$ cat src/sv/imdu_pkg.sv
// Shared types and constants of the integer multiply/divide unit.
`timescale 1ns / 1ps
`default_nettype none

package imdu_pkg;

	// Operand and result width.
	localparam int DATA_WIDTH = 32;
	// Step counter width, enough to index every bit of a word.
	localparam int CNT_W = $clog2(DATA_WIDTH);
	// Command field width.
	localparam int CMD_W = 3;

	// Command codes.
	typedef enum logic [CMD_W-1:0] {
		CMD_MUL  = 3'd0,
		CMD_SDIV = 3'd1,
		CMD_UDIV = 3'd2,
		CMD_SREM = 3'd3,
		CMD_UREM = 3'd4
	} cmd_t;

	// Work the shared adder does in a given cycle.
	typedef enum logic [2:0] {
		PH_NONE = 3'd0,
		PH_NEGA = 3'd1,
		PH_NEGB = 3'd2,
		PH_STEP = 3'd3,
		PH_POST = 3'd4
	} phase_t;

	// Sequencer to datapath control.
	typedef struct packed {
		logic   load;
		phase_t phase;
	} ctl_t;

endpackage

`default_nettype wire

$ cat src/sv/imdu_core.sv
// Datapath of the multiply/divide unit: operand registers around one shared adder.
`timescale 1ns / 1ps
`default_nettype none

module imdu_core (
	input  wire logic                            clk,
	input  wire imdu_pkg::ctl_t                  ctl,
	input  wire logic [imdu_pkg::CMD_W-1:0]      cmd_in,
	input  wire logic [imdu_pkg::DATA_WIDTH-1:0] a_in,
	input  wire logic [imdu_pkg::DATA_WIDTH-1:0] b_in,
	output logic      [imdu_pkg::DATA_WIDTH-1:0] res
);

	localparam int W = imdu_pkg::DATA_WIDTH;

	// acc_q: product accumulator or partial remainder
	// quo_q: multiplier / dividend, shifting into quotient
	// dvs_q: multiplicand / divisor
	logic [W-1:0]                 acc_q;
	logic [W-1:0]                 quo_q;
	logic [W-1:0]                 dvs_q;
	logic [W-1:0]                 res_q;
	logic [imdu_pkg::CMD_W-1:0]   cmd_q;
	logic                         sa_q;
	logic                         sb_q;

	logic [W:0]   add_x;
	logic [W:0]   add_y;
	logic         add_sub;
	logic [W+1:0] sum;
	logic         carry;
	logic         is_mul;
	logic         is_signed_in;

	assign is_mul       = (cmd_q == imdu_pkg::CMD_MUL);
	assign is_signed_in = (cmd_in == imdu_pkg::CMD_SDIV) || (cmd_in == imdu_pkg::CMD_SREM);

	// Shared adder operand selection
	always_comb begin
		add_x   = '0;
		add_y   = '0;
		add_sub = 1'b0;
		unique case (ctl.phase)
			imdu_pkg::PH_NEGA: begin
				add_y   = {1'b0, quo_q};
				add_sub = 1'b1;
			end
			imdu_pkg::PH_NEGB: begin
				add_y   = {1'b0, dvs_q};
				add_sub = 1'b1;
			end
			imdu_pkg::PH_STEP: begin
				if (is_mul) begin
					add_x = {1'b0, acc_q};
					add_y = quo_q[0] ? {1'b0, dvs_q} : '0;
				end else begin
					add_x   = {acc_q, quo_q[W-1]};
					add_y   = {1'b0, dvs_q};
					add_sub = 1'b1;
				end
			end
			imdu_pkg::PH_POST: begin
				add_y   = (cmd_q == imdu_pkg::CMD_SREM) ? {1'b0, acc_q} : {1'b0, quo_q};
				add_sub = 1'b1;
			end
			default: begin
				add_sub = 1'b0;
			end
		endcase
	end

	// One add/subtract, carry out set when no borrow
	assign sum   = {1'b0, add_x} + {1'b0, (add_sub ? ~add_y : add_y)} + (W+2)'(add_sub);
	assign carry = sum[W+1];

	// Register updates
	always_ff @(posedge clk) begin
		if (ctl.load) begin
			acc_q <= '0;
			quo_q <= a_in;
			dvs_q <= b_in;
			cmd_q <= cmd_in;
			sa_q  <= is_signed_in & a_in[W-1];
			sb_q  <= is_signed_in & b_in[W-1];
		end else begin
			unique case (ctl.phase)
				imdu_pkg::PH_NEGA: begin
					if (sa_q) quo_q <= sum[W-1:0];
				end
				imdu_pkg::PH_NEGB: begin
					if (sb_q) dvs_q <= sum[W-1:0];
				end
				imdu_pkg::PH_STEP: begin
					if (is_mul) begin
						acc_q <= sum[W-1:0];
						quo_q <= {1'b0, quo_q[W-1:1]};
						dvs_q <= {dvs_q[W-2:0], 1'b0};
					end else begin
						// restore when the trial subtract borrows
						acc_q <= carry ? sum[W-1:0] : {acc_q[W-2:0], quo_q[W-1]};
						quo_q <= {quo_q[W-2:0], carry};
					end
				end
				imdu_pkg::PH_POST: begin
					unique case (cmd_q)
						imdu_pkg::CMD_MUL:  res_q <= acc_q;
						imdu_pkg::CMD_SDIV: res_q <= (sa_q ^ sb_q) ? sum[W-1:0] : quo_q;
						imdu_pkg::CMD_UDIV: res_q <= quo_q;
						imdu_pkg::CMD_SREM: res_q <= sa_q ? sum[W-1:0] : acc_q;
						imdu_pkg::CMD_UREM: res_q <= acc_q;
						default:            res_q <= '0;
					endcase
				end
				default: begin
					res_q <= res_q;
				end
			endcase
		end
	end

	assign res = res_q;

endmodule

`default_nettype wire

$ cat src/sv/integer_multiply_divide_unit.sv
// Top level of the integer multiply/divide unit: stream ports and sequencer.
//
// Usage:
//   A request enters on the s_ group: s_tuser carries the command, s_tdata
//   the two operands. The result leaves on the m_ group as one 32-bit word.
//   Commands: multiply low word, signed/unsigned divide, signed/unsigned
//   remainder. Unused command codes return zero.
// Sequence:
//   After a request is taken, the NEGA and NEGB states negate signed operands,
//   the RUN state runs one multiply or restoring divide step for each bit of
//   the word through the shared adder, and the POST state applies the sign
//   fixup and registers the result. All of this runs on one add/subtract
//   unit under the sequencer, so one request is in flight at a time and a
//   new request can be taken at the earliest in the cycle after the result leaves.
// Reset:
//   arst_n clears the sequencer; the unit comes up idle and ready with no
//   result pending.
// Stall:
//   The result holds on m_tdata with m_tvalid high until m_tready; s_tready
//   stays low until then.
`timescale 1ns / 1ps
`default_nettype none

module integer_multiply_divide_unit (
	input  wire logic                                 clk,
	input  wire logic                                 arst_n,
	input  wire logic                                 s_tvalid,
	output logic                                      s_tready,
	input  wire logic [2*imdu_pkg::DATA_WIDTH-1:0]    s_tdata,  // operand_a, operand_b
	input  wire logic [imdu_pkg::CMD_W-1:0]           s_tuser,  // command
	output logic                                      m_tvalid,
	input  wire logic                                 m_tready,
	output logic      [imdu_pkg::DATA_WIDTH-1:0]      m_tdata   // result
);

	localparam int W = imdu_pkg::DATA_WIDTH;

	typedef enum logic [5:0] {
		ST_IDLE = 6'b000001,
		ST_NEGA = 6'b000010,
		ST_NEGB = 6'b000100,
		ST_RUN  = 6'b001000,
		ST_POST = 6'b010000,
		ST_DONE = 6'b100000
	} state_t;

	state_t                     state_q;
	logic [imdu_pkg::CNT_W-1:0] cnt_q;
	imdu_pkg::ctl_t             ctl;
	logic                       accept;

	assign accept   = s_tvalid && s_tready;
	assign s_tready = (state_q == ST_IDLE);
	assign m_tvalid = (state_q == ST_DONE);

	// Sequencer
	always_ff @(posedge clk or negedge arst_n) begin
		if (!arst_n) begin
			state_q <= ST_IDLE;
			cnt_q   <= '0;
		end else begin
			unique case (state_q)
				ST_IDLE: if (s_tvalid) state_q <= ST_NEGA;
				ST_NEGA: state_q <= ST_NEGB;
				ST_NEGB: begin
					state_q <= ST_RUN;
					cnt_q   <= imdu_pkg::CNT_W'(W - 1);
				end
				ST_RUN: begin
					if (cnt_q == '0) state_q <= ST_POST;
					else cnt_q <= cnt_q - 1'b1;
				end
				ST_POST: state_q <= ST_DONE;
				ST_DONE: if (m_tready) state_q <= ST_IDLE;
				default: state_q <= ST_IDLE;
			endcase
		end
	end

	// Datapath control
	always_comb begin
		ctl.load = accept;
		unique case (state_q)
			ST_NEGA: ctl.phase = imdu_pkg::PH_NEGA;
			ST_NEGB: ctl.phase = imdu_pkg::PH_NEGB;
			ST_RUN:  ctl.phase = imdu_pkg::PH_STEP;
			ST_POST: ctl.phase = imdu_pkg::PH_POST;
			default: ctl.phase = imdu_pkg::PH_NONE;
		endcase
	end

	imdu_core u_core (
		.clk    (clk),
		.ctl    (ctl),
		.cmd_in (s_tuser),
		.a_in   (s_tdata[W-1:0]),
		.b_in   (s_tdata[2*W-1:W]),
		.res    (m_tdata)
	);

	// Checks
	a_onehot_state: assert property (@(posedge clk) disable iff (!arst_n)
		$onehot(state_q)) else $error("sequencer state not one-hot");

	a_no_overlap: assert property (@(posedge clk) disable iff (!arst_n)
		!(s_tready && m_tvalid)) else $error("ready while result pending");

	a_latency: assert property (@(posedge clk) disable iff (!arst_n)
		accept |-> ##(W + 4) m_tvalid) else $error("result not on time");

	a_run_end: assert property (@(posedge clk) disable iff (!arst_n)
		(state_q == ST_RUN && cnt_q == '0) |=> (state_q == ST_POST))
		else $error("step loop did not finish");

endmodule

`default_nettype wire

$ cat config.mk
export PLATFORM = sky130hd
export DESIGN_NAME = integer_multiply_divide_unit
export DESIGN_NICKNAME = d
export VERILOG_FILES = /design/src/sv/imdu_pkg.sv /design/src/sv/imdu_core.sv /design/src/sv/integer_multiply_divide_unit.sv
export SDC_FILE = /design/constraint.sdc
export NUM_CORES = 1
export LEC_CHECK = 0
export BUFFER_PORTS_ARGS = -buffer_cell sky130_fd_sc_hd__buf_2
export CAP_MARGIN = 5
export CORE_UTILIZATION = 30
export DETAILED_ROUTE_END_ITERATION = 6
export GPL_TIMING_DRIVEN = 0
export PLACE_DENSITY = 0.43
export SLEW_MARGIN = 0
export SYNTH_ARGS = -nofsm -noshare
export SYNTH_HDL_FRONTEND = slang
export SYNTH_SLANG_ARGS = --single-unit
$ cat constraint.sdc
create_clock -name clk -period 10.45 [get_ports clk]
set_clock_uncertainty 0.05 [all_clocks]
set_input_delay 0.5225 -clock clk [delete_from_list [all_inputs] [get_ports clk]]
set_output_delay 0.5225 -clock clk [all_outputs]
set_load 0.05 [all_outputs]
==> results of run 1 <==
cells in the final DEF (no fill, tap or decap), drive strengths merged, types with 18 or more instances in the layout:
| master | count |
|---|---|
| a211oi | 18 |
| a21o | 31 |
| a21oi | 133 |
| a222oi | 30 |
| a22oi | 36 |
| a31oi | 26 |
| buf | 120 |
| clkbuf | 107 |
| dfxtp | 32 |
| edfxtp | 101 |
| ha | 34 |
| inv | 39 |
| mux2i | 48 |
| nand2 | 228 |
| nand3 | 18 |
| nor2 | 77 |
| nor3 | 19 |
| o21ai | 106 |
| xnor2 | 20 |
worst paths after layout:
path                                       from          endpoint  slack (ns)  cells after the start
worst max-delay path            u_core.cmd_q[0]  u_core.acc_q[14]        3.57                     18
worst min-delay path                 s_tuser[1]   u_core.cmd_q[1]        0.20                      1
worst max register to register  u_core.cmd_q[0]  u_core.acc_q[14]        3.57                     18
worst min register to register         cnt_q[0]          cnt_q[0]        0.46                      1
max in group asynchronous                arst_n        state_q[0]        9.68                      2
min in group asynchronous                arst_n        state_q[3]        0.40                      2
state kept, by name (all words and copies together), names as in the netlist:
register,flops
u_core.quo_q,32
state_q,6
u_core.sa_q,1
u_core.res,32
cnt_q,5
u_core.cmd_q,3
u_core.dvs_q,32
u_core.acc_q,32
u_core.sb_q,1
final cells by class:
cell class                 instances  area share (%)
timing repair buffer             108            5.08
multi-input combinational        969            48.5
sequential                       144            32.7
clock buffer                      22            3.94
buffer                            98            3.14
tap                              448            4.64
clock inverter                    10           0.902
inverter                          36            1.12
power groups by stage:
stage	Clock [mW]	Combinational, mW	Sequential [mW]
after floorplan	0	0.637	0.928
after global placement	0	1.03	0.997
after detailed placement	0	1.06	0.989
after CTS	0.650	1.06	0.979
after global routing	0.670	1.16	0.998
final	0.644	1.08	0.986
cells by family after synthesis:
kind of cell	after synthesis
AOI/OAI and AO/OA	435
xor gates and xnor gates	35
adders and majority gates	35
buffers and inverters	134
DFF	144
muxes	51
and+or+nand+nor	413
metal layers:
| layer | share of wire (%) | GRT usage, % | vias up | routed length [µm] |
|---|---|---|---|---|
| li1 | - | - | 4863 | - |
| met1 | 44 | 37.5 | 5310 | 21600 |
| met2 | 45 | 44.9 | 513 | 22300 |
| met3 | 7.4 | 5.87 | 86 | 3670 |
| met4 | 3.6 | 11.5 | 0 | 1780 |
| met5 | 0 | 0 | - | 0 |
worst max-delay path, delay by kind of cell (launching register included):
family | cells | cell delay [ns]
buffers and inverters | 4 | 2.56
AOI/OAI and AO/OA | 9 | 2.39
adders and majority gates | 1 | 0.33
and+or+nand+nor | 4 | 0.89
DFF | 1 | 0.50
what timing repair did:
item | 4_1_cts | 5_1_grt
endpoints found under the hold margin | 10 | 0
setup endpoints to repair | 0 | 0
hold buffers | 1 | 0
buffers inserted | 0 | 0
metrics by stage:
stage / setup WS [ns] / power [mW] / util, %
floorplan: 5.80 / 1.57 / -
global placement: 3.76 / 2.03 / 33.8
detailed placement: 3.84 / 2.04 / 34.1
CTS: 3.76 / 2.69 / 35.8
global route: 3.35 / 2.83 / 35.8
finish: 3.57 / 2.71 / 35.8
==> results by group, run 1 <==
Status
  • Status: finished with violations
  • Failing checks: DRC

Worst hold path
  • Hold WC Path Type: in -> reg

Cells and area
  • Antenna Diode Count: 0
  • Layout cells sized above 1: 11.3%
  • Synthesis-to-layout area growth: 17.1%
  • Register area: 3950 µm²
  • Multi-input combinational cell area: 5850 µm²
  • Nets@finish: 1480
  • Finished Layout Cells: 1835
  • Final instance area: 12100 µm²
  • Number of fill cells: 3662

Placed design
  • Cell area after placement: 11500 µm²
  • Port Buf Inserts: 104
  • HPWL after DPL: 35400 µm
  • Gpl congestion: 0.928
  • DP Cell Count: 1802

Synthesis
  • Synth Area in Adders: 4.32%
  • Largest family of logic cells by synthesized area: compound AO/OA/AOI/OAI gates
  • Yosys warns: 0
  • Synth top area cells: edfxtp_1 29%, nand2_1 8.3%, a21oi_1 6.5%, dfxtp_1 6.2%, o21ai_0 5.0%
  • Synth Area per Inst: 8.27 µm²
  • Seq/Total Area, Yosys: 38.3%
  • Net Count, Synth: 1353
  • Most common cell in the netlist: nand2_1
  • Yosys top cell by area: edfxtp_1
  • Number of enable flip-flop cells after synthesis: 101
  • Synth Area in XOR/XNOR: 2.97%
  • Mapped Cells: 1247
  • Top cells by count, synth: 228 x nand2_1, 133 x a21oi_1, 102 x o21ai_0
  • Synthesized flop and latch total: ~140
  • Mux contribution to synthesized area: 4.99%
  • Synth Flop Type: edfxtp_1
  • Cell variety after synth: 65
  • Synth Area in Simple Gates: 17.6%
  • Post-synth ARST share: 7.64%
  • Synthesized area: 10300 µm²
  • Synth top area share: 29.4%
  • Synth Area in Compound Gates: ~27%

Floorplan
  • I/O pins: roughly 110
  • Die W: 187 µm
  • Core Box Area: 33700 µm²
  • Chip height: 187 µm
  • Die area: between 30000 and 40000 µm²
  • Num rows: 67
  • Initial Utilization: a little under a third

Setup path
  • Slowest cell on crit path: clkbuf_1
  • CP max FO: 10
  • WS Path Type: reg -> reg
  • Worst EP arrival: ~7.2 ns
  • CP Launch Type: register
  • CP endpoint kind: register
  • Cell repeated most along the worst path: a21o_1
  • Critical-path cell list: nor3_1 -> clkbuf_1 -> clkbuf_1 -> buf_1 -> nand2_1 -> a21oi_1 -> ha_1 -> a21o_1 -> a21o_1 -> a21o_1 -> a21o_1 -> a31oi_1 -> o21ai_0 -> o31ai_4 -> buf_2 -> nor2_1 -> a211oi_1 -> nor3_1
  • CP max stage delay: 0.72 ns
  • Worst path required time: 10.72 ns

Clock tree
  • Clk sink count: 144
  • CTS tree: done
  • Clock root cell: clkbuf_16
  • # resized after CTS: 0
  • Cts bufs inserted: 17
  • Clock Path Buffers: 2
  • Clk_lat worst skew: around 0.47 ns
  • Htree depth: 4
  • Worst-path clk slew: 0.07 ns

Detailed routing
  • Antenna viol nets, final: 0
  • DRT Pass-1 Iters: 7
  • DRC: 3
  • Final wirelength: ~50000 µm
  • First DRT Iteration DRCs: 1287
  • Vias: 10800
  • WL/cell: about 27 µm
  • Via density: 5.87

STA
  • Worst-Margin Slew: 1.40 ns
  • Final hold violations: 0
  • Tcrit/Tclk final: between 60 and 70%
  • RSZ-0062 raised after global routing: false
  • Setup-failing EPs final: 0
  • Worst rel slew slack: between 6 and 7%
  • Max Transition Viols Final: 0
  • Post-route setup TNS: 0 ns
  • Worst hold slack: approximately 0.2 ns
  • Fin crit period: 6.88 ns
  • Max Freq: 0.145 GHz

Power and ir drop
  • Max VDD drop: 0.127 mV
  • Part of the power in registers: 36.4%
  • Sw frac: 44.3%
  • Power Density: between 200 and 250 nW/µm²
  • Switch Pwr: 1.20 mW
  • Clk network pwr share: 23.8%
  • Leak pwr: 4.71 nW
  • Gate power share: around 40%
  • P_int: approximately 1.5 mW

Global route
  • Largest net degree at the start of global routing: 18
  • All-Layer GR Usage: 28.3%
  • Number of global-route vias before repair: 10500
  • First-pass GRT wire length: around 72000 µm
  • Initial antenna violation count: 1
  • Global route overflow: 0

Run
  • Max capacitance violation total: 0
Power figures use the tool's default switching activity.
==> inputs of run 2 (changes only) <==
PLACE_DENSITY = 0.45   (was 0.43)
clock period = 5.95 ns   (was 10.45 ns; I/O delays follow)
==> run 2 against run 1 <==
  * The flow still finishes with violations (DRC)
  * Critical path depth is the same
  * Final cell count grew 0.27%
  * Die area is the same
  * Worst setup slack lost 3.3 ns
  * Maximum frequency grew 21%
  * Critical path type unchanged
  * Largest cell class unchanged
  * Largest power group unchanged
==> results by group, run 2 (synthesis gave the netlist of run 1 again) <==
Cells and area
  • Synthesis-to-layout area growth: 18.6%
  • Nets@finish: 1485
  • Final instance area: between 10000 and 15000 µm²
  • Finished Layout Cells: 1840
  • Util after Layout: about 36%
  • Antenna Diode Count: 0
  • Layout cells sized above 1: 13.4%
  • Most frequent cells in the layout: 226 x nand2_1, 133 x a21oi_1, 108 x buf_2, 102 x o21ai_0, 101 x edfxtp_1
  • Most common cell after layout, fill and taps aside: nand2_1

Detailed routing
  • WL/cell: 26.1 µm
  • DR top layer: met4
  • Final wirelength: 48000 µm
  • Total length of routed met3 wires: 4070 µm
  • Antenna viol nets, final: 0
  • DRT Pass-1 Iters: 7
  • Met2 wire len: 21500 µm
  • Via density: 5.77
  • DRC: 19
  • Met1 wire length: roughly 20000 µm
  • Vias: approximately 11000
  • First DRT Iteration DRCs: 1199

Global route
  • First-pass GRT wire length: 69600 µm
  • All-Layer GR Usage: a little over a quarter
  • Number of global-route vias before repair: 10300
  • Largest net degree at the start of global routing: 33
  • Initial antenna violation count: 1
  • Global route overflow: 0

Clock tree
  • Clk sink count: 144
  • Clk_lat worst skew: 0.46 ns
  • Worst-path clk slew: 0.07 ns
  • Cts bufs inserted: 17
  • CTS tree: done
  • Clock Path Buffers: 2
  • Htree depth: 4
  • Clock root cell: clkbuf_16

Power and ir drop
  • Leak pwr: 4.83 nW
  • Power Density: 395 nW/µm²
  • Sw frac: a little over two fifths
  • Part of the power in registers: 35.8%
  • Gate power share: 38.9%
  • Max VDD drop: 0.248 mV
  • Clk network pwr share: between 20% and 30%
  • Switch Pwr: about 2.1 mW
  • P_int: 2.76 mW

STA
  • Worst rel slew slack: 12.7%
  • Final WS setup: 0.266 ns
  • Final hold violations: 0
  • Tcrit/Tclk final: 95.5%
  • Max Freq: 0.176 GHz
  • Setup-failing EPs final: 0
  • RSZ-0062 raised after global routing: false
  • Worst-Margin Slew: 1.31 ns
  • Fin crit period: 5.68 ns
  • Max Transition Viols Final: 0

Floorplan
  • Die area: ~35000 µm²
  • Num rows: 67
  • Chip height: 187 µm
  • I/O pins: around 110
  • Core Box Area: 33700 µm²
  • Initial Utilization: 30.6%
  • Die W: 187 µm

Placed design
  • Cell area after placement: 11400 µm²
  • Port Buf Inserts: 104
  • Setup WS pre-CTS: -0.499 ns
  • HPWL after DPL: 34400 µm
  • DP Cell Count: 1801
  • Gpl congestion: 0.905

Setup path
  • Worst EP arrival: about 5.9 ns
  • CP Launch Type: register
  • WS Path Type: reg -> reg
  • Worst path required time: 6.19 ns
  • CP max FO: 10
  • CP endpoint kind: register

Worst hold path
  • Hold WC Path Type: in -> reg

Status
  • Status: finished with violations
  • Failing checks: DRC

Run
  • Max capacitance violation total: 0
-- run 2: cell count changes in the layout (fill, tap and decap cells not counted), sizes merged --
| cell | previous run | this run |
|---|---|---|
| clkinv | 3 | 5 |
| inv | 39 | 38 |
| buf | 120 | 122 |
| dlygate4sd3 | 1 | 5 |
| clkbuf | 107 | 102 |
| bufinv | 2 | 5 |
-- run 2: final cells by class --
class,instances,area (µm²)
plain buffers,96,393
clock buffers,18,429
clock inverters,14,211
fillers,3636,21500
inverters,36,135
multi-input cells,969,5890
flip-flops and latches,144,3950
well taps,448,561
repair buffers,115,656
-- run 2: worst max-delay path, stage by stage (launching register included) --
cell      delay [ns]
dfrtp_1         0.46
nor4_4          0.45
o311a_1         0.43
clkbuf_1        0.66
a222oi_1        0.24
mux2i_1         0.19
ha_1            0.28
clkbuf_1        0.32
nand2_1         0.11
o21ai_0         0.35
a21o_1          0.17
a31oi_1         0.09
o21ai_0         0.52
o31ai_4         0.13
buf_4           0.21
inv_2           0.06
buf_2           0.43
mux2i_1         0.26
a21oi_1         0.09
-- run 2: per-stage QoR --
| stage | hold WS [ns] | setup TNS [ns] | power [mW] |
|---|---|---|---|
| 6_report | 0.0443 | 0 | 4.83 |
| 5_1_grt | 0.0394 | 0 | 5.06 |
| 4_1_cts | 0.0319 | 0 | 4.80 |
| 3_5_place_dp | 0.131 | -13.31 | 3.56 |
| 3_3_place_gp | 0.134 | -17.26 | 3.53 |
| 2_1_floorplan | -0.0481 | 0 | 2.75 |
-- run 2: power by group through the flow --
stage	Clock, mW	Combinational [mW]	Sequential, mW
after floorplan	0	1.12	1.63
after global placement	0	1.79	1.75
after detailed placement	0	1.84	1.73
after CTS	1.24	1.85	1.71
after global routing	1.27	2.04	1.75
final	1.22	1.88	1.73
-- run 2: worst paths after layout --
check | from | end | slack [ns] | depth (start not counted)
setup / recovery | state_q[5] | u_core.acc_q[13] | 0.27 | 18
hold / removal | s_tdata[16] | u_core.quo_q[16] | 0.04 | 3
setup reg to reg | state_q[5] | u_core.acc_q[13] | 0.27 | 18
hold reg to reg | cnt_q[0] | cnt_q[0] | 0.46 | 1
max in group asynchronous | arst_n | state_q[0] | 5.41 | 2
min in group asynchronous | arst_n | state_q[5] | 0.18 | 2
-- run 2: layer usage --
| metal | track usage (%) | up-vias |
|---|---|---|
| li1 | - | 4872 |
| met1 | 36.3 | 5129 |
| met2 | 42.8 | 506 |
| met3 | 5.29 | 108 |
| met4 | 12.5 | 0 |
| met5 | 0 | - |
-- run 2: repair_timing --
action	CTS	global route
hold buffers	5	0
setup buffers	3	1
setup endpoints to repair	64	67
pin swaps	1	1
endpoints found under the hold margin	15	0
resized for setup	10	26
